File: config.mk
export PLATFORM = sky130hd
export DESIGN_NAME = fasta_record_parser
export DESIGN_NICKNAME = d
export VERILOG_FILES = /design/src/rtl/frp_pkg.sv /design/src/rtl/frp_ram.sv /design/src/rtl/frp_ctrl.sv /design/src/rtl/frp_dp.sv /design/src/rtl/fasta_record_parser.sv
export SDC_FILE = /design/constraint.sdc
export NUM_CORES = 1
export LEC_CHECK = 0
export BUFFER_PORTS_ARGS = -buffer_cell sky130_fd_sc_hd__buf_2
export CAP_MARGIN = 5
export CORE_MARGIN = 3
export CORE_UTILIZATION = 44
export CTS_BUF_LIST = sky130_fd_sc_hd__clkbuf_8
export DETAILED_ROUTE_END_ITERATION = 7
export HOLD_SLACK_MARGIN = 0.12
export PLACE_DENSITY_LB_ADDON = 0.15
export SKIP_LAST_GASP = 1
export SYNTH_ARGS = -nofsm -noshare
export SYNTH_HDL_FRONTEND = slang
export SYNTH_SLANG_ARGS = --single-unit
export TNS_END_PERCENT = 100
File: constraint.sdc
create_clock -name clk -period 6.3 [get_ports clk]
set_clock_uncertainty 0.15 [all_clocks]
set_input_delay 0.945 -clock clk [delete_from_list [all_inputs] [get_ports clk]]
set_output_delay 0.945 -clock clk [all_outputs]
set_load 0.02 [all_outputs]
File: src/rtl/frp_pkg.sv
`default_nettype none
// ----------------------------------------------------------------------------
// frp_pkg
// shared types, character codes and control structs for the fasta record parser
// ----------------------------------------------------------------------------
package frp_pkg;

  localparam int unsigned PENDING_DEPTH_DEF = 16;

  // input command codes
  localparam logic CMD_DATA = 1'b0;
  localparam logic CMD_EOS  = 1'b1;

  // character codes
  localparam logic [7:0] CH_GT  = 8'h3E;
  localparam logic [7:0] CH_SP  = 8'h20;
  localparam logic [7:0] CH_CR  = 8'h0D;
  localparam logic [7:0] CH_LF  = 8'h0A;
  localparam logic [7:0] CH_TAB = 8'h09;
  localparam logic [7:0] CH_VT  = 8'h0B;
  localparam logic [7:0] CH_FF  = 8'h0C;

  typedef enum logic [1:0] {
    KIND_NAME = 2'd0,
    KIND_SEQ  = 2'd1,
    KIND_END  = 2'd2
  } kind_t;

  typedef struct packed {
    logic       cmd;
    logic [7:0] data_byte;
  } in_word_t;

  typedef struct packed {
    logic [1:0] kind;
    logic [7:0] out_byte;
    logic       overflow;
    logic       last;
  } out_word_t;

  // what the current input word asks of the controller
  typedef enum logic [1:0] {
    ACT_NONE = 2'd0,
    ACT_END  = 2'd1,
    ACT_EMIT = 2'd2
  } act_t;

  // source for the output register
  typedef enum logic [2:0] {
    OSEL_NONE = 3'd0,
    OSEL_END  = 3'd1,
    OSEL_BYTE = 3'd2,
    OSEL_RAM  = 3'd3,
    OSEL_HELD = 3'd4
  } osel_t;

  typedef struct packed {
    logic  take;
    osel_t osel;
    logic  rd_first;
    logic  rd_next;
    logic  clr_count;
  } ctrl_cmd_t;

  typedef struct packed {
    act_t act;
    logic cnt_zero;
    logic idx_last;
    logic out_free;
  } dp_stat_t;

endpackage
`default_nettype wire

File: src/rtl/frp_ram.sv
`default_nettype none
// ----------------------------------------------------------------------------
// frp_ram
// generic single write port, single read port ram with registered read
// ----------------------------------------------------------------------------
module frp_ram #(
  parameter int unsigned WIDTH = 8,
  parameter int unsigned DEPTH = 16
) (
  input  wire logic                                      clk,
  input  wire logic                                      we,
  input  wire logic [((DEPTH > 1) ? $clog2(DEPTH) : 1)-1:0] waddr,
  input  wire logic [WIDTH-1:0]                          wdata,
  input  wire logic                                      re,
  input  wire logic [((DEPTH > 1) ? $clog2(DEPTH) : 1)-1:0] raddr,
  output logic      [WIDTH-1:0]                          rdata
);

  logic [WIDTH-1:0] mem_r [DEPTH];
  logic [WIDTH-1:0] rdata_r;

  always_ff @(posedge clk) begin
    if (we) begin
      mem_r[waddr] <= wdata;
    end
    if (re) begin
      rdata_r <= mem_r[raddr];
    end
  end

  assign rdata = rdata_r;

endmodule
`default_nettype wire

File: src/rtl/frp_ctrl.sv
`default_nettype none
// ----------------------------------------------------------------------------
// frp_ctrl
// controller: accepts words and sequences the release of held whitespace
// ----------------------------------------------------------------------------
module frp_ctrl (
  input  wire logic              clk,
  input  wire logic              rst_n,
  input  wire logic              in_valid,
  output logic                   in_ready,
  input  wire frp_pkg::dp_stat_t stat,
  output frp_pkg::ctrl_cmd_t     cmd
);

  typedef enum logic [1:0] {
    S_IDLE,
    S_SEND,
    S_LAST
  } state_t;

  state_t state_r;
  state_t state_nxt;

  always_comb begin
    state_nxt     = state_r;
    in_ready      = 1'b0;
    cmd           = '0;
    cmd.osel      = frp_pkg::OSEL_NONE;
    case (state_r)
      S_IDLE: begin
        in_ready = stat.out_free;
        if (in_valid && stat.out_free) begin
          cmd.take = 1'b1;
          case (stat.act)
            frp_pkg::ACT_END: begin
              cmd.osel = frp_pkg::OSEL_END;
            end
            frp_pkg::ACT_EMIT: begin
              if (stat.cnt_zero) begin
                cmd.osel = frp_pkg::OSEL_BYTE;
              end else begin
                cmd.rd_first = 1'b1;
                state_nxt    = S_SEND;
              end
            end
            default: ;
          endcase
        end
      end
      S_SEND: begin
        if (stat.out_free) begin
          cmd.osel = frp_pkg::OSEL_RAM;
          if (stat.idx_last) begin
            state_nxt = S_LAST;
          end else begin
            cmd.rd_next = 1'b1;
          end
        end
      end
      S_LAST: begin
        if (stat.out_free) begin
          cmd.osel      = frp_pkg::OSEL_HELD;
          cmd.clr_count = 1'b1;
          state_nxt     = S_IDLE;
        end
      end
      default: begin
        state_nxt = S_IDLE;
      end
    endcase
  end

  always_ff @(posedge clk) begin
    if (!rst_n) begin
      state_r <= S_IDLE;
    end else begin
      state_r <= state_nxt;
    end
  end

endmodule
`default_nettype wire

File: src/rtl/frp_dp.sv
`default_nettype none
// ----------------------------------------------------------------------------
// frp_dp
// datapath: line parser state, pending whitespace buffer and output register
// ----------------------------------------------------------------------------
module frp_dp #(
  parameter int unsigned PENDING_DEPTH = frp_pkg::PENDING_DEPTH_DEF
) (
  input  wire logic               clk,
  input  wire logic               rst_n,
  input  wire frp_pkg::in_word_t  in_data,
  input  wire logic               out_ready,
  input  wire frp_pkg::ctrl_cmd_t cmd,
  output frp_pkg::dp_stat_t       stat,
  output logic                    out_valid,
  output frp_pkg::out_word_t      out_data
);

  localparam int unsigned AW = (PENDING_DEPTH > 1) ? $clog2(PENDING_DEPTH) : 1;
  localparam int unsigned CW = $clog2(PENDING_DEPTH + 1);
  localparam logic [CW-1:0] CNT_FULL = CW'(PENDING_DEPTH);

  typedef enum logic [1:0] {
    MODE_NONE,
    MODE_NAME,
    MODE_HDR_REST,
    MODE_SEQ
  } mode_t;

  logic               line_start_r, line_start_nxt, dec_line_start;
  logic               rec_open_r, rec_open_nxt, dec_rec_open;
  mode_t              mode_r, mode_nxt, dec_mode;
  logic [CW-1:0]      cnt_r, cnt_nxt;
  logic               ovf_seen_r, ovf_seen_nxt, dec_ovf_seen;
  logic               dec_clr_cnt;
  logic               dec_hold;
  frp_pkg::act_t      dec_act;
  frp_pkg::kind_t     dec_kind;
  logic               buf_full;
  logic               ram_we;
  logic               ram_re;
  logic [AW-1:0]      ram_raddr;
  logic [7:0]         ram_rdata;
  logic [AW-1:0]      idx_r;
  logic [7:0]         held_byte_r;
  frp_pkg::kind_t     held_kind_r;
  logic               out_valid_r, out_valid_nxt;
  frp_pkg::out_word_t out_data_r;
  logic [7:0]         b;
  logic               is_eos;

  assign b        = in_data.data_byte;
  assign is_eos   = (in_data.cmd == frp_pkg::CMD_EOS);
  assign buf_full = (cnt_r == CNT_FULL);

  // decode of the word on the input port against the current parse state
  always_comb begin
    dec_line_start = line_start_r;
    dec_rec_open   = rec_open_r;
    dec_mode       = mode_r;
    dec_ovf_seen   = ovf_seen_r;
    dec_clr_cnt    = 1'b0;
    dec_hold       = 1'b0;
    dec_act        = frp_pkg::ACT_NONE;
    dec_kind       = frp_pkg::KIND_NAME;
    if (is_eos) begin
      if (rec_open_r) begin
        dec_act = frp_pkg::ACT_END;
      end
      dec_line_start = 1'b1;
      dec_rec_open   = 1'b0;
      dec_mode       = MODE_NONE;
      dec_clr_cnt    = 1'b1;
      dec_ovf_seen   = 1'b0;
    end else if (b == frp_pkg::CH_LF) begin
      dec_clr_cnt    = 1'b1;
      dec_line_start = 1'b1;
      if (mode_r inside {MODE_NAME, MODE_HDR_REST}) begin
        dec_mode = MODE_SEQ;
      end
    end else if (line_start_r && b == frp_pkg::CH_GT) begin
      dec_line_start = 1'b0;
      if (rec_open_r) begin
        dec_act = frp_pkg::ACT_END;
      end
      dec_ovf_seen = 1'b0;
      dec_rec_open = 1'b1;
      dec_mode     = MODE_NAME;
      dec_clr_cnt  = 1'b1;
    end else begin
      dec_line_start = 1'b0;
      case (mode_r)
        MODE_NAME: begin
          if (b inside {frp_pkg::CH_SP, frp_pkg::CH_TAB, frp_pkg::CH_CR}) begin
            dec_clr_cnt = 1'b1;
            dec_mode    = MODE_HDR_REST;
          end else if (b inside {frp_pkg::CH_VT, frp_pkg::CH_FF}) begin
            dec_hold = 1'b1;
          end else begin
            dec_act  = frp_pkg::ACT_EMIT;
            dec_kind = frp_pkg::KIND_NAME;
          end
        end
        MODE_SEQ: begin
          if (b inside {frp_pkg::CH_SP, frp_pkg::CH_CR}) begin
            dec_act = frp_pkg::ACT_NONE;
          end else if (b inside {frp_pkg::CH_TAB, frp_pkg::CH_VT, frp_pkg::CH_FF}) begin
            dec_hold = 1'b1;
          end else begin
            dec_act  = frp_pkg::ACT_EMIT;
            dec_kind = frp_pkg::KIND_SEQ;
          end
        end
        default: ;
      endcase
      if (dec_hold && buf_full) begin
        dec_ovf_seen = 1'b1;
      end
    end
  end

  assign ram_we = cmd.take && dec_hold && !buf_full;

  always_comb begin
    line_start_nxt = line_start_r;
    rec_open_nxt   = rec_open_r;
    mode_nxt       = mode_r;
    ovf_seen_nxt   = ovf_seen_r;
    cnt_nxt        = cnt_r;
    if (cmd.take) begin
      line_start_nxt = dec_line_start;
      rec_open_nxt   = dec_rec_open;
      mode_nxt       = dec_mode;
      ovf_seen_nxt   = dec_ovf_seen;
      if (dec_clr_cnt) begin
        cnt_nxt = '0;
      end else if (ram_we) begin
        cnt_nxt = cnt_r + CW'(1);
      end
    end
    if (cmd.clr_count) begin
      cnt_nxt = '0;
    end
  end

  always_ff @(posedge clk) begin
    if (!rst_n) begin
      line_start_r <= 1'b1;
      rec_open_r   <= 1'b0;
      mode_r       <= MODE_NONE;
      ovf_seen_r   <= 1'b0;
      cnt_r        <= '0;
    end else begin
      line_start_r <= line_start_nxt;
      rec_open_r   <= rec_open_nxt;
      mode_r       <= mode_nxt;
      ovf_seen_r   <= ovf_seen_nxt;
      cnt_r        <= cnt_nxt;
    end
  end

  // pending whitespace buffer
  assign ram_re    = cmd.rd_first || cmd.rd_next;
  assign ram_raddr = cmd.rd_first ? '0 : (idx_r + AW'(1));

  frp_ram #(
    .WIDTH (8),
    .DEPTH (PENDING_DEPTH)
  ) u_pend_ram (
    .clk   (clk),
    .we    (ram_we),
    .waddr (cnt_r[AW-1:0]),
    .wdata (b),
    .re    (ram_re),
    .raddr (ram_raddr),
    .rdata (ram_rdata)
  );

  always_ff @(posedge clk) begin
    if (cmd.rd_first) begin
      idx_r       <= '0;
      held_byte_r <= b;
      held_kind_r <= dec_kind;
    end else if (cmd.rd_next) begin
      idx_r <= idx_r + AW'(1);
    end
  end

  // output register
  always_comb begin
    out_valid_nxt = out_valid_r;
    if (cmd.osel != frp_pkg::OSEL_NONE) begin
      out_valid_nxt = 1'b1;
    end else if (out_ready) begin
      out_valid_nxt = 1'b0;
    end
  end

  always_ff @(posedge clk) begin
    if (!rst_n) begin
      out_valid_r <= 1'b0;
    end else begin
      out_valid_r <= out_valid_nxt;
    end
  end

  always_ff @(posedge clk) begin
    case (cmd.osel)
      frp_pkg::OSEL_END: begin
        out_data_r.kind     <= frp_pkg::KIND_END;
        out_data_r.out_byte <= '0;
        out_data_r.overflow <= ovf_seen_r;
        out_data_r.last     <= 1'b1;
      end
      frp_pkg::OSEL_BYTE: begin
        out_data_r.kind     <= dec_kind;
        out_data_r.out_byte <= b;
        out_data_r.overflow <= 1'b0;
        out_data_r.last     <= 1'b1;
      end
      frp_pkg::OSEL_RAM: begin
        out_data_r.kind     <= held_kind_r;
        out_data_r.out_byte <= ram_rdata;
        out_data_r.overflow <= 1'b0;
        out_data_r.last     <= 1'b0;
      end
      frp_pkg::OSEL_HELD: begin
        out_data_r.kind     <= held_kind_r;
        out_data_r.out_byte <= held_byte_r;
        out_data_r.overflow <= 1'b0;
        out_data_r.last     <= 1'b1;
      end
      default: ;
    endcase
  end

  assign out_valid     = out_valid_r;
  assign out_data      = out_data_r;
  assign stat.act      = dec_act;
  assign stat.cnt_zero = (cnt_r == '0);
  assign stat.idx_last = ((CW'(idx_r) + CW'(1)) == cnt_r);
  assign stat.out_free = !out_valid_r || out_ready;

endmodule
`default_nettype wire

File: src/rtl/fasta_record_parser.sv
`default_nettype none
// ----------------------------------------------------------------------------
// fasta_record_parser
// streaming fasta parser that turns text bytes into name, sequence and
// record end words
// ----------------------------------------------------------------------------
// one input word is a text byte or an end of stream command. a word that
// produces at most one result leaves the block ready for the next word, so
// with out_ready held high the block runs at one byte per cycle. a byte that
// releases n held whitespace bytes (vt, ff, and tab on sequence lines, each
// waiting for a following kept byte) occupies the block until all are out:
// the held bytes come out of the single read port of the pending buffer one
// per cycle while out_ready is high, then the byte itself follows. results
// sit in a single output register, and a new word is taken only while that
// register is empty or is being read in the same cycle, so a result waiting for out_ready holds off the input.
module fasta_record_parser #(
  parameter int unsigned PENDING_DEPTH = frp_pkg::PENDING_DEPTH_DEF
) (
  input  wire logic               clk,
  input  wire logic               rst_n,
  input  wire logic               in_valid,
  output logic                    in_ready,
  input  wire frp_pkg::in_word_t  in_data,
  output logic                    out_valid,
  input  wire logic               out_ready,
  output frp_pkg::out_word_t      out_data
);

  frp_pkg::ctrl_cmd_t cmd;
  frp_pkg::dp_stat_t  stat;

  frp_ctrl u_ctrl (
    .clk      (clk),
    .rst_n    (rst_n),
    .in_valid (in_valid),
    .in_ready (in_ready),
    .stat     (stat),
    .cmd      (cmd)
  );

  frp_dp #(
    .PENDING_DEPTH (PENDING_DEPTH)
  ) u_dp (
    .clk       (clk),
    .rst_n     (rst_n),
    .in_data   (in_data),
    .out_ready (out_ready),
    .cmd       (cmd),
    .stat      (stat),
    .out_valid (out_valid),
    .out_data  (out_data)
  );

`ifndef SYNTH
  a_no_take_in_flush: assert property (@(posedge clk) disable iff (!rst_n)
    (cmd.osel == frp_pkg::OSEL_RAM || cmd.osel == frp_pkg::OSEL_HELD) |-> !in_ready)
    else $error("input taken while held bytes are released");

  a_load_when_free: assert property (@(posedge clk) disable iff (!rst_n)
    (cmd.osel != frp_pkg::OSEL_NONE) |-> stat.out_free)
    else $error("output register overwritten while full");

  a_end_word_form: assert property (@(posedge clk) disable iff (!rst_n)
    (out_valid && out_data.kind == frp_pkg::KIND_END) |->
      (out_data.last && out_data.out_byte == 8'h00))
    else $error("record end word malformed");

  a_ram_word_not_last: assert property (@(posedge clk) disable iff (!rst_n)
    (cmd.osel == frp_pkg::OSEL_RAM) |=> (out_valid && !out_data.last))
    else $error("held byte flagged as last");

  a_read_in_range: assert property (@(posedge clk) disable iff (!rst_n)
    cmd.rd_next |-> !stat.idx_last)
    else $error("pending buffer read past fill count");
`endif

endmodule
`default_nettype wire
---- Yosys cells after proc, flatten, opt, wreduce, memory -nomap -nowiden ----
Memories as Yosys holds them, arrays and structs flattened. A register that Yosys moved wholly into a read port is not among the register bits.
Index checks and enable logic that the tools add are counted.
operators by class
  equality and inequality tests ........... 28
  add/subtract/negate cells ............... 3
  bitwise logic cells ..................... 1
  mux-type cells .......................... 77
  reduce and logical (&&, ||, !) cells .... 30
operator list
  kind                                            count
  2-to-1 mux 2 bit                                26
  one-hot mux 12 bit (4 select lines)             1
  == test 8 x 4 -> 1 bit (second input constant)  5
  2-to-1 mux 1 bit                                40
  == test 8 x 6 -> 1 bit (second input constant)  2
  2-to-1 mux 5 bit                                3
  nonzero test 2 bit                              6
  nonzero test 3 bit                              4
  nonzero test 4 bit                              3
  one-hot mux 3 bit (3 select lines)              1
  == test 2 bit (second input constant)           4
  != test 2 bit (second input constant)           4
  == test 2 x 1 -> 1 bit (second input constant)  3
  == test 3 x 2 -> 1 bit (second input constant)  2
  != test 2 x 1 -> 1 bit (second input constant)  3
  one-hot mux 2 bit (3 select lines)              1
  one-hot mux 3 bit (2 select lines)              1
  AND reduction 3 bit                             2
  AND reduction 6 bit                             1
  adder 4 x 1 -> 5 bit (second input constant)    1
  adder 5 x 1 -> 5 bit (second input constant)    1
  == test 5 bit                                   1
  == test 5 bit (second input constant)           1
  logical AND 1 bit                               5
  other kinds (16)                                18
word-level totals
  memories ................................ 1
  memory bits (writable) .................. 128
  register bits ........................... 39
  bits of input ports ..................... 13
memory list
  memory                 depth  bits a word  rd ports  clocked after memory_dff  write ports  RTL line       text
  u_dp.u_pend_ram.mem_r  16     8            1         1                         1            frp_ram.sv:19  logic [WIDTH-1:0] mem_r [DEPTH];

---- Depth between registers and ports, before layout ----
Gate-level depths: netlist (run 1).
  word-level depth ........................ 16
  mapped depth ............................ 9
  gate-level depth less buffers ........... 8

---- Hierarchy ----
Synthesis (run 1) repeated with hierarchy kept, for this count alone.
unflattened totals
  cells, all modules ...................... 450
  area, all modules ....................... 7364.6 um2
by module, submodules not included
  module    instances  area an instance (um2)  cells an instance
  frp_ram   1          5227.5                  229
  frp_dp    1          1939.4                  201
  frp_ctrl  1          197.7                   20

---- Worst setup path before layout (run 1) ----
No wires, ideal clock.
  path kind ............................... input to register
  start ................................... in in_data[1] (netlist name)
  end ..................................... mem u_dp.u_pend_ram.mem_r[11][0], enable pin
  arrival ................................. 2.537 ns
  required time ........................... 5.767 ns
  path slack .............................. 3.230 ns
  path buffers ............................ 1
  cell stages on the path ................. 6
  library setup time ...................... 0.383 ns
  path through ............................ buf_6 -> a21oi_1 -> or3b_1 -> a211oi_2 -> nand4_1 -> nor3_1
between the ends
  longest elaborated chain between the ends .. 15
  elaborated cells on any way between the ends .. 27
  those cells by class .................... 7 x eq/ne; 13 x mux; 7 x reduce/logical
ends and longest elaborated chain
  item                                                             RTL line                                   text
  start: declaration                                               fasta_record_parser.sv:23                  input wire frp_pkg::in_word_t in_data,
  == test 8 x 4 -> 1 bit, on equally long branches                 frp_dp.sv:94, frp_dp.sv:107, frp_dp.sv:97
  nonzero test 3 bit / nonzero test 2 bit (equally long branches)  frp_dp.sv:107, frp_dp.sv:97
  2-to-1 mux 1 bit, on equally long branches                       frp_dp.sv:107, frp_dp.sv:97
  2-to-1 mux 1 bit, on equally long branches                       frp_dp.sv:105, frp_dp.sv:94
  one-hot mux 1 bit (2 select lines)                               frp_dp.sv:92                               case (mode_r)
  2-to-1 mux 1 bit                                                 frp_dp.sv:81                               end else if (line_start_r && b == frp_pkg::CH_GT) begin
  2-to-1 mux 1 bit                                                 frp_dp.sv:75                               end else if (b == frp_pkg::CH_LF) begin
  2-to-1 mux 1 bit                                                 frp_dp.sv:66                               if (is_eos) begin
  2-to-1 mux 1 bit                                                 frp_dp.sv:81
  2-to-1 mux 1 bit *                                               frp_dp.sv:75
  2-to-1 mux 1 bit *                                               frp_dp.sv:66
  logical AND 1 bit * (2 in a row)                                 frp_dp.sv:122                              assign ram_we = cmd.take && dec_hold && !buf_full;
  2-to-1 mux 1 bit *                                               frp_ram.sv:23                              if (we) begin
  2-to-1 mux 1 bit (not written as such) *                         frp_ram.sv:24                              mem_r[waddr] <= wdata;
  end: declaration                                                 frp_ram.sv:19
Mark *: on every way between the ends. The rest lies on a longest branch, timed or not. The select of a mux whose other input is x is not followed.

---- Worst setup path after layout (run 1) ----
  start ................................... reg u_dp.idx_r[0]
  end ..................................... reg u_dp.u_pend_ram.rdata_r[7] (netlist: u_dp.u_pend_ram.rdata[7]) (read register of u_dp.u_pend_ram.mem_r), data pin
between the ends
  longest elaborated chain between the ends .. 6
  elaborated cells on any way between the ends .. 8
  those cells by class .................... 2 x add/sub; 1 x eq/ne; 4 x mux; 1 x reduce/logical
ends and longest elaborated chain
  item                      RTL line        text
  start: declaration        frp_dp.sv:44    logic [AW-1:0] idx_r;
  start signal: assignment  frp_dp.sv:185   idx_r <= idx_r + AW'(1);
  adder 4 x 1 -> 5 bit      frp_dp.sv:241   assign stat.idx_last = ((CW'(idx_r) + CW'(1)) == cnt_r);
  == test 5 bit             frp_dp.sv:241
  2-to-1 mux 1 bit          frp_ctrl.sv:53  if (stat.idx_last) begin
  2-to-1 mux 1 bit          frp_ctrl.sv:51  if (stat.out_free) begin
  2-to-1 mux 1 bit          frp_ctrl.sv:29  case (state_r)
  logical OR 1 bit          frp_dp.sv:163   assign ram_re = cmd.rd_first || cmd.rd_next;
  end: declaration          frp_ram.sv:20   logic [WIDTH-1:0] rdata_r;
Several ways; a longest one is shown, not always the timed one.
A chain may end at the register's enable or synchronous reset.

==> impl_metrics.env, run 1 <==
export IMPL_cts_clk_slew_worst_paths_ns=0.08
export IMPL_period_share=0.555
export IMPL_cp_slowest_stage_delay_ns=1.05
export IMPL_grt_pass1_vias=4274
export IMPL_syn_cell_area_sq_mm=0.00730
export IMPL_synthTopCellsByArea="edfxtp_1, mux4_2, dfxtp_1"
export IMPL_crit_type="flop to flop"
export IMPL_nFillCells=1353
export IMPL_cts_sinks=174
export IMPL_period_needed_ns=3.49
export IMPL_htreeDepth=4
export IMPL_cts_inserted_buffers=17
export IMPL_whs_path_depth=1
export IMPL_cp_cell_sequence="buf_4 -> ha_2 -> mux4_2 -> mux2i_1 -> nor2_1 -> a21oi_1 -> o2bb2ai_1"
export IMPL_areaGrowthSynthToFinish_pct=9.66
export IMPL_drc=0
export IMPL_placed_cells_incl_taps=703
export IMPL_port_buffer_count=26
export IMPL_layout_cells_non_filler=735
export IMPL_multi_input_area_sq_mm=0.00206
export IMPL_grt_max_degree=37
export IMPL_ys_ff_latch=174
export IMPL_synthXorXnorAreaFrac=0.0113
export IMPL_ioPinCount=27
export IMPL_cts_setup_buffers=0
export IMPL_worst_slew_pin_slew_ns=1.19
export IMPL_synth_largest_area_cell="edfxtp_1"
export IMPL_regArea_sq_mm=0.00505
export IMPL_hold_viol_final=0
export IMPL_crit_required_ns=6.34
export IMPL_final_common_cell="edfxtp_1"
export IMPL_synth_cells=475
export IMPL_via_per_inst=5.66
export IMPL_end_kind="flop"
export IMPL_ff2ff_path_depth=7
export IMPL_die_w_microns=135
export IMPL_synth_top_family_by_area="multiplexers"
export IMPL_final_setup_tns_ns=0
export IMPL_rsz0062_at_grt="false"
export IMPL_mostFrequentLayoutCells="edfxtp_1, nor2_1, buf_2"
export IMPL_drtPass1Iterations=6
export IMPL_post_drt_wl_per_cell_microns=20.4
export IMPL_status="finished clean"
export IMPL_synthArstFlopShare=0
export IMPL_slew_headroom=0.200
export IMPL_p_leak_uw=0.00263
export IMPL_power_density_mw_per_mm2=251
export IMPL_setup_violations=0
export IMPL_yosys_area_share_simple=0.0814
export IMPL_drt_first_iter_violations=338
export IMPL_ys_types=57
export IMPL_seq_area_frac_synth=0.692
export IMPL_grt_overflow=0
export IMPL_fin_nets=527
export IMPL_dieArea_sq_mm=0.0182
export IMPL_antenna_found_initial=0
export IMPL_slew_viol_final=0
export IMPL_cts_hold_repair_buffers=0
export IMPL_maxCapViolCount=0
export IMPL_synth_fa_ha_area_frac=0.0120
export IMPL_num_rows=46
export IMPL_cp_top_family="adder cells"
export IMPL_startpoint_type="flop"
export IMPL_synth_ff_type="edfxtp_1"
export IMPL_power_uw=2010
export IMPL_ctsRootBufferMaster="clkbuf_8"
export IMPL_synth_nets=495
export IMPL_path_depth=7
export IMPL_n_antenna_cell=0
export IMPL_dieHeight_microns=135
export IMPL_max_freq_ghz=0.286
export IMPL_grt_pass1_wl_microns=23800
export IMPL_avgSynthCellArea_sq_um=15.4
export IMPL_cts_resized=0
export IMPL_clockBufferDepth=2
export IMPL_yosysTopAreaCellShare=0.646
export IMPL_cts_tree="yes"
export IMPL_clk_latency_ns=0.44
export IMPL_core_sq_mm=0.0161
export IMPL_synth_compound_area_frac=0.0817
export IMPL_synthMuxAreaShare=0.0959
export IMPL_critPathArrivalTime_ns=3.53
export IMPL_hpwlAfterDp_microns=9870
export IMPL_start_util=0.455
export IMPL_ant_nets=0
export IMPL_crit_buf_inv=1
export IMPL_path_max_fanout=36
export IMPL_hold_path_class="flop to flop"
export IMPL_gp_congestion=0.774
export IMPL_vias=4162
export IMPL_vdd_drop_max_mv=0.153
export IMPL_drt_total_wl_microns=15000
export IMPL_layout_drive_gt1_share=0.173
export IMPL_yosys_warnings=0
export IMPL_synth_edff_count=157
export IMPL_crit_slowest_cell="ha_2"
export IMPL_grtUsageTotal=0.174
[state kept, by name (all words and copies together) (netlist names)]
signal and flops:
u_dp.ovf_seen_r 1, u_dp.mode_r 2, u_dp.idx_r 4, u_dp.rec_open_r 1, u_dp.held_byte_r 8, u_dp.out_data 12, u_dp.u_pend_ram.mem_r 128, u_dp.u_pend_ram.rdata 8
u_dp.out_valid 1, u_dp.held_kind_r 1, u_dp.line_start_r 1, u_dp.cnt_r 5, u_ctrl.state_r 2
[final cells by class]
class,count,share of cell area
flip-flops and latches,174,0.631
well taps,216,0.0337
clock inverters,14,0.0158
multi-input cells,259,0.258
clock buffers,17,0.0292
inverters,23,0.0108
repair buffers,32,0.0216
[cells in the mapped netlist, types with 4 or more instances]
| master | number |
|---|---|
| and3_1 | 15 |
| nand4_1 | 7 |
| mux2i_1 | 16 |
| nor2_1 | 41 |
| dfxtp_1 | 17 |
| edfxtp_1 | 157 |
| a21oi_1 | 23 |
| o2bb2ai_1 | 8 |
| inv_1 | 22 |
| o31ai_1 | 5 |
| nor3_1 | 10 |
| buf_2 | 11 |
| o211ai_1 | 4 |
| nand2_1 | 20 |
| nand3_1 | 6 |
| o21ai_0 | 19 |
| ha_1 | 7 |
| mux4_2 | 24 |
| clkbuf_1 | 5 |
| a222oi_1 | 8 |
[through the flow]
stage / hold WS, ns / area [sq um] / util / setup slack [ns]
2_1_floorplan: 0.290 / 7300 / - / 3.23
5_1_grt: 0.339 / 8010 / 0.499 / 2.53
6_report: 0.325 / 8010 / 0.499 / 2.81
3_3_place_gp: 0.305 / 7640 / 0.476 / 2.34
3_5_place_dp: 0.309 / 7640 / 0.476 / 2.14
4_1_cts: 0.329 / 8000 / 0.498 / 2.63
[cells by family after synthesis]
group	Yosys count
AND/OR/NAND/NOR	119
AO/OA/AOI/OAI	86
adder cells (fa/ha/maj)	7
flip-flops	174
multiplexers	40
XOR/XNOR	7
buffers and inverters	42
[power breakdown]
part           leakage, uW  switching, uW  internal, uW  total [uW]
sequential         0.00155          0.878          1250        1260
clock             0.000182            376           342         718
combinational     0.000900           31.7          7.94        39.7
[worst register-to-register path, stage by stage, from the launching register on]
cell and delay, ns:
dfxtp_1 0.31, buf_4 0.41, ha_2 1.06, mux4_2 0.66
mux2i_1 0.27, nor2_1 0.08, a21oi_1 0.20, o2bb2ai_1 0.10
[path summary, 6_finish.rpt]
| path | startpoint | to | slack [ns] |
|---|---|---|---|
| setup reg to reg | u_dp.idx_r[0] | u_dp.u_pend_ram.rdata[7] | 2.81 |
| setup / recovery | u_dp.idx_r[0] | u_dp.u_pend_ram.rdata[7] | 2.81 |
| hold reg to reg | u_dp.rec_open_r | u_dp.rec_open_r | 0.33 |
| hold / removal | u_dp.rec_open_r | u_dp.rec_open_r | 0.33 |
[routing by layer]
metal  GRT usage  part of all wire  up-vias
li1            -                 -     1925
met1       0.247              0.46     2114
met2       0.273              0.48      108
met3      0.0406             0.051       15
met4      0.0458             0.011        0
met5           0                 0        -
Power figures use the tool's default switching activity.
==> inputs of run 2 (changes only) <==
==> constraint.sdc (replaced) <==
create_clock -name clk -period 3.2 [get_ports clk]
set_clock_uncertainty 0.15 [all_clocks]
set_input_delay 0.48 -clock clk [delete_from_list [all_inputs] [get_ports clk]]
set_output_delay 0.48 -clock clk [all_outputs]
set_load 0.02 [all_outputs]
==> impl_metrics.env, run 2 (same netlist as run 1, synthesis figures left out) <==
export IMPL_status="finished clean"
export IMPL_via_per_inst=5.69
export IMPL_cts_setup_buffers=0
export IMPL_final_setup_tns_ns=0
export IMPL_p_leak_uw=0.00274
export IMPL_pre_cts_slack_ns=0.0736
export IMPL_setup_violations=0
export IMPL_clk_latency_ns=0.46
export IMPL_post_drt_wl_per_cell_microns=21.4
export IMPL_ioPinCount=27
export IMPL_dieHeight_microns=135
export IMPL_ant_nets=0
export IMPL_crit_buf_inv=1
export IMPL_nFillCells=1339
export IMPL_cts_inserted_buffers=17
export IMPL_gp_congestion=0.785
export IMPL_worst_slew_pin_slew_ns=0.574
export IMPL_drt_total_wl_microns=16200
export IMPL_largest_register_ffs=128
export IMPL_cts_sinks=174
export IMPL_hpwlAfterDp_microns=11100
export IMPL_end_kind="flop"
export IMPL_critPathLaunch="u_dp.mode_r[0]"
export IMPL_startpoint_type="flop"
export IMPL_endpoint="u_dp.u_pend_ram.mem_r[1][5]"
export IMPL_path_max_fanout=8
export IMPL_final_common_cell="edfxtp_1"
export IMPL_dieArea_sq_mm=0.0182
export IMPL_start_util=0.455
export IMPL_period_share=0.847
export IMPL_drtPass1Iterations=5
export IMPL_port_buffer_count=26
export IMPL_areaGrowthSynthToFinish_pct=12.3
export IMPL_cts_tree="yes"
export IMPL_period_needed_ns=2.71
export IMPL_reg2reg_to="u_dp.u_pend_ram.mem_r[1][5]"
export IMPL_slew_headroom=0.615
export IMPL_num_rows=46
export IMPL_path_depth=7
export IMPL_cp_cell_sequence="ha_1 -> a21oi_1 -> or3b_1 -> a211oi_2 -> and3_1 -> buf_4 -> and3_1"
export IMPL_grt_pass1_vias=4297
export IMPL_clockBufferDepth=2
export IMPL_vdd_drop_max_mv=0.502
export IMPL_hold_viol_final=0
export IMPL_core_sq_mm=0.0161
export IMPL_setup_slack_ns=0.490
export IMPL_grt_pass1_wl_microns=24900
export IMPL_ff2ff_path_depth=7
export IMPL_power_uw=4130
export IMPL_hold_path_class="primary input to flop"
export IMPL_maxCapViolCount=0
export IMPL_cpMostUsedCell="and3_1"
export IMPL_cp_top_family="simple AND/OR/NAND/NOR gates"
export IMPL_grtUsageTotal=0.186
export IMPL_vias=4286
export IMPL_rsz0062_at_grt="false"
export IMPL_die_w_microns=135
export IMPL_crit_type="flop to flop"
export IMPL_critPathArrivalTime_ns=2.66
export IMPL_r2r_slack_ns=0.49
export IMPL_grt_overflow=0
export IMPL_n_antenna_cell=0
export IMPL_crit_slowest_cell="and3_1"
export IMPL_antenna_found_initial=0
export IMPL_fin_nets=545
export IMPL_cts_clk_slew_worst_paths_ns=0.09
export IMPL_power_density_mw_per_mm2=504
export IMPL_htreeDepth=4
export IMPL_layout_drive_gt1_share=0.209
export IMPL_cts_hold_repair_buffers=1
export IMPL_max_freq_ghz=0.369
export IMPL_regMostFlops="u_dp.u_pend_ram.mem_r"
export IMPL_r2r_start="u_dp.mode_r[0]"
export IMPL_slew_viol_final=0
export IMPL_mostFrequentLayoutCells="edfxtp_1, nor2_1, buf_2"
export IMPL_drc=0
export IMPL_ctsRootBufferMaster="clkbuf_8"
export IMPL_grt_max_degree=37
export IMPL_cts_resized=0
export IMPL_drt_first_iter_violations=540
export IMPL_cp_slowest_stage_delay_ns=0.49
export IMPL_crit_required_ns=3.15
[run 2: where the power goes]
group	total [uW]	switching, uW	leakage, uW	internal [uW]
combinational	89.3	65.6	0.000993	23.7
clock	1570	803	0.000203	771
sequential	2470	2.04	0.00155	2470
[run 2: worst reg2reg max path, stage by stage (launching register included)]
cell and delay [ns]:
dfxtp_1 0.37, ha_1 0.27, a21oi_1 0.10, or3b_1 0.37
a211oi_2 0.20, and3_1 0.25, buf_4 0.16, and3_1 0.49
[run 2: layout make-up]
type                       count  area, sq um  share of cell area
clock buffer                  17          234              0.0285
clock inverter                14          169              0.0206
inverter                      23         86.3              0.0105
multi-input combinational    259         2060               0.252
sequential                   174         5050               0.616
tap                          216          270              0.0329
timing repair buffer          50          325              0.0397
[run 2: how the worst min path moves through the flow]
stage / depth (start not counted) / from / to
finish: 1 / in_data[3] / u_dp.u_pend_ram.mem_r[4][3]
global route: 1 / in_data[3] / u_dp.u_pend_ram.mem_r[4][3]
CTS: 1 / in_data[3] / u_dp.u_pend_ram.mem_r[4][3]
detailed placement: 1 / u_dp.rec_open_r / u_dp.rec_open_r
global placement: 1 / u_dp.rec_open_r / u_dp.rec_open_r
floorplan: 1 / u_dp.rec_open_r / u_dp.rec_open_r
[run 2: through the flow]
stage | utilization | instance area, sq um | hold WS (ns) | instances
6_report | 0.511 | 8200 | 0.186 | 753
5_1_grt | 0.511 | 8200 | 0.156 | 753
4_1_cts | 0.511 | 8200 | 0.148 | 753
3_5_place_dp | 0.485 | 7790 | 0.320 | 721
3_3_place_gp | 0.485 | 7790 | 0.307 | 721
2_1_floorplan | - | 7300 | 0.290 | 475
[run 2: per-layer routing]
metal	track usage	share of wire	vias to the layer above
met5	0	0	-
met1	0.277	0.48	2214
met2	0.278	0.47	101
met4	0.0498	0.011	0
met3	0.0428	0.037	9
li1	-	-	1962
